==> src/rtl/srp256_ram.sv <==
`default_nettype none
// ----------------------------------------------------------------------------
// srp256_ram
// Generic single-write, single-read RAM with registered read data.
// ----------------------------------------------------------------------------
module srp256_ram #(
	parameter int W = 32,
	parameter int D = 32
) (
	input  wire logic                 clk,
	input  wire logic                 we,
	input  wire logic [$clog2(D)-1:0] waddr,
	input  wire logic [W-1:0]         wdata,
	input  wire logic [$clog2(D)-1:0] raddr,
	output logic      [W-1:0]         rdata
);
	logic [W-1:0] mem [D];

	always_ff @(posedge clk) begin
		if (we) begin
			mem[waddr] <= wdata;
		end
		rdata <= mem[raddr];
	end
endmodule
`default_nettype wire

==> config.mk <==
export PLATFORM = sky130hd
export DESIGN_NAME = srp256_ram
export DESIGN_NICKNAME = d
export VERILOG_FILES = /design/src/rtl/srp256_ram.sv
export SDC_FILE = /design/constraint.sdc
export NUM_CORES = 1
export LEC_CHECK = 0
export ABC_AREA = 0
export ABC_CLOCK_PERIOD_IN_PS = 3400
export BUFFER_PORTS_ARGS = -buffer_cell sky130_fd_sc_hd__clkbuf_2
export CAP_MARGIN = 25
export CORE_UTILIZATION = 60
export DETAILED_ROUTE_END_ITERATION = 7
export PLACE_DENSITY = 0.8
export SYNTH_ARGS = -nofsm -noshare
export SYNTH_HDL_FRONTEND = slang
export SYNTH_SLANG_ARGS = --single-unit
==> constraint.sdc <==
create_clock -name clk -period 3.4 [get_ports clk]
set_input_delay 0.17 -clock clk [delete_from_list [all_inputs] [get_ports clk]]
set_output_delay 0.17 -clock clk [all_outputs]
set_load 0.05 [all_outputs]
Word-level counts from Yosys, hierarchy flattened
Memories as Yosys holds them, arrays and structs flattened. A register that Yosys moved wholly into a read port is not among the register bits.
Index checks and enable logic that the tools add are counted.
{"block": "op_classes", "mux": 2}
{"op": "2-to-1 mux 1 bit", "n": 2}
{"block": "totals", "reg_bits": 0, "ram_bits": 1024, "inputBits": 44, "n_memories": 1}
{"memory": "mem", "depth": 32, "width": 32, "read_ports": 1, "rd_ports_with_merged_regs": 1, "write_ports": 1, "line": "17", "source": "logic [W-1:0] mem [D];"}

Depth between registers and ports, before layout
{"block": "logic_depth", "depth_word": 2, "depth_mapped": 8}

Least setup slack after synthesis
OpenSTA, ideal clock, no wires.
{"block": "synth_timing", "kind": "input-to-reg", "start": "input port waddr[1]", "end": "memory mem[12][0] (enable)", "setup_time_ns": 0.421, "t_arrival_ns": 2.183, "required_time_ns": 2.979, "path_slack_ns": 0.796, "stages": 3, "path_buffers": 1, "path_cell_list": "or3b_2 -> clkbuf_1 -> nor2_1"}
{"item": "from (decl)", "line": "12", "source": "input wire logic [$clog2(D)-1:0] waddr,"}
{"item": "to (decl)", "line": "17"}
No word-level cell before the write port.

==> flow_summary.toml <==
[global_route]
grt_max_degree = 72
overflow = 0
grt_pass1_wl_um = 140000
grt_pass1_vias = 21800
antenna_found_initial = 1
grtUsageMet3_pct = 5.35
grtUsageMet1_pct = 36.8
grtUsageTotal_pct = 28.3
met2_usage_pct = 47.0
top_usage_layer = "met2"

[sta]
slew_violations = 0
setup_viol = 0
skew_ns = 0.0505
fmax_ghz = 0.530
min_period_over_period_pct = 55.5
worst_pin_slew_ns = 1.01
rsz0062_at_grt = "no"
tns_ns = 0
slew_headroom_pct = 32.9
min_period_ns = 1.89
finalHoldViolCount = 0

[route]
drt_iter0_markers = 2770
routed_wl_um = 96100
avgRoutedWirePerCell_um = 28.7
via_count = 21700
avgViaCountPerCell = 6.49
drtPass1Iterations = 6
drc = 0
antenna_left = 0

[yosys]
seq_area_frac_synth_pct = 77.5
yosys_warnings = 0
synth_cell_types = 25
netlist_area_mm2 = 0.0405
postSynthCellCount = 2260
synth_top_area_share_pct = 76.0
yosysTopAreaCell = "edfxtp_1"
synth_seq_cells = 1056
synth.area.top_cells = "edfxtp_1 (76%), mux2i_1 (13%), a22oi_1 (1.8%), dfxtp_1 (1.6%), a22o_1 (1.4%)"
synth_fp_nets = 2304
syn_avg_cell_area_um2 = 17.9

[floorplan]
num_rows = 94
die_h_um = 262
start_util_pct = 61.1
die_width_um = 262
core-area_mm2 = 0.0662
die-area_mm2 = 0.0685
io_pins = 76

[clocking]
insertion_delay_ns = 0.67
numCtsBuffers = 100
clockRootBuffer = "clkbuf_16"
ctsHtreeMaxLevel = 3
clkSinkCount = 1056
cts_setup_buffers = 0
clockBufferDepth = 3
cts_tree = "yes"
cts_resized = 0
path_clk_slew_ns = 0.06
hold_buffers = 0

[run]
cap_violations = 0

[worst_setup_path]
crit_fanout = 71
crit_path_end_kind = "register"
worstSetupPathType = "in -> reg"
startpoint_type = "input port"
crit_start = "raddr[0]"
worst_r2r_path_depth = 5
reg2reg_from = "mem[1][24]"
required_ns = 4.01
critPathArrivalTime_ns = 2.50

[power_and_ir_drop]
power.share.combinational_pct = 5.8
internal_power_w = 0.0212
p_leak_nw = 16.1
ir_drop_mv = 0.403
p_seq_share_pct = 53.7
power.switching_w = 0.00597
swShare_pct = 22.0
p_per_area_mw_per_mm2 = 593
clkPwrFrac_pct = 40.5

[finish]
final_nets = 2446
fin_cells = 3349
n_antenna_cell = 0
drive_above_1_share_pct = 14.2
syn_to_final_growth_pct = 13.0

[place]
gp_congestion = 0.844
io_buffers = 75
placedCellCount = 3163
dp_hpwl_um = 55700

[min_path]
hold_class = "in -> reg"
holdCritStartpoint = "raddr[2]"
holdPathStages = 5

[status]
run_status = "complete, no violations"
layer usage:
| metal | routed length [µm] | vias up |
|---|---|---|
| li1 | - | 9255 |
| met1 | 35600 | 11000 |
| met2 | 47500 | 1272 |
| met3 | 9100 | 231 |
| met4 | 3910 | 2 |
| met5 | 13 | - |
worst max-delay path, stage by stage:
cell and delay [ns]:
buf_8 0.43, buf_12 0.49, mux2i_1 0.16, a22o_1 0.25, nor3_1 0.62, a31oi_1 0.17
nand3_1 0.11
path summary, 6_finish.rpt:
kind / slack [ns] / endpoint
setup reg to reg: 1.81 / rdata[24]
hold reg to reg: 0.60 / rdata[5]
hold / removal: 0.11 / rdata[21]
setup / recovery: 1.51 / rdata[24]
power by group through the flow:
| stage | sequential, W | clock (W) | combinational, W |
|---|---|---|---|
| 2_1_floorplan | 0.0150 | 0 | 0.000748 |
| 3_3_place_gp | 0.0148 | 0 | 0.00151 |
| 3_5_place_dp | 0.0148 | 0 | 0.00155 |
| 4_1_cts | 0.0146 | 0.0111 | 0.00157 |
| 5_1_grt | 0.0146 | 0.0116 | 0.00166 |
| 6_report | 0.0146 | 0.0110 | 0.00159 |
synth_stat cells:
| master | count |
|---|---|
| nand2_1 | 98 |
| buf_6 | 15 |
| or2_2 | 1 |
| nor3_1 | 32 |
| and2b_1 | 1 |
| buf_2 | 26 |
| a22o_1 | 64 |
| or3_1 | 1 |
| nand3_1 | 98 |
| clkbuf_1 | 46 |
| nand2b_1 | 2 |
| a31oi_1 | 32 |
| mux2i_1 | 512 |
| a21oi_1 | 96 |
| nor2b_1 | 1 |
| or3b_2 | 3 |
| nor2_1 | 34 |
| dfxtp_1 | 32 |
| and2_1 | 1 |
| buf_4 | 33 |
| buf_1 | 5 |
| clkbuf_4 | 2 |
| edfxtp_1 | 1024 |
| nand3b_1 | 5 |
| a22oi_1 | 96 |
through the flow:
step	cell area (µm²)	worst slack [ns]	total power (W)	utilization, %	hold slack (ns)
after floorplan	40500	0.796	0.0157	-	0.269
after global placement	42500	1.01	0.0163	64.1	0.572
after detailed placement	42500	0.894	0.0164	64.1	0.583
after CTS	45700	1.57	0.0272	69.1	0.0890
after global routing	45800	1.53	0.0278	69.1	0.162
final	45800	1.51	0.0271	69.1	0.114
cells by family after synthesis:
family                 count (synthesis)  share of synthesized area, %
DFF                                 1056                          77.5
buffers and inverters                127                          1.86
muxes                                512                          12.7
and+or+nand+nor                      277                          3.10
AOI/OAI and AO/OA                    288                          4.85
cell type report:
type / count / area [µm²]
clock inverter: 54 / 566
timing repair buffer: 167 / 1410
multi-input combinational: 1077 / 8610
sequential: 1056 / 31400
tap: 864 / 1080
clock buffer: 131 / 2700
fill: 3919 / 20500
flip-flops by register name, indices dropped and copies added (netlist names):
name and flops:
mem 1024, rdata 32
cell usage in the layout (no fill, tap or decap), types with 27 or more instances in the layout:
cell	n
nand2_1	97
a21oi_1	96
nor2_4	33
a22o_1	64
buf_12	27
nand3_1	98
nor3_1	32
clkbuf_2	74
mux2i_1	512
clkbuf_16	100
a22oi_1	96
a31oi_1	32
buf_4	65
dfxtp_1	32
edfxtp_1	1024
(Power assumes the default switching activity.)
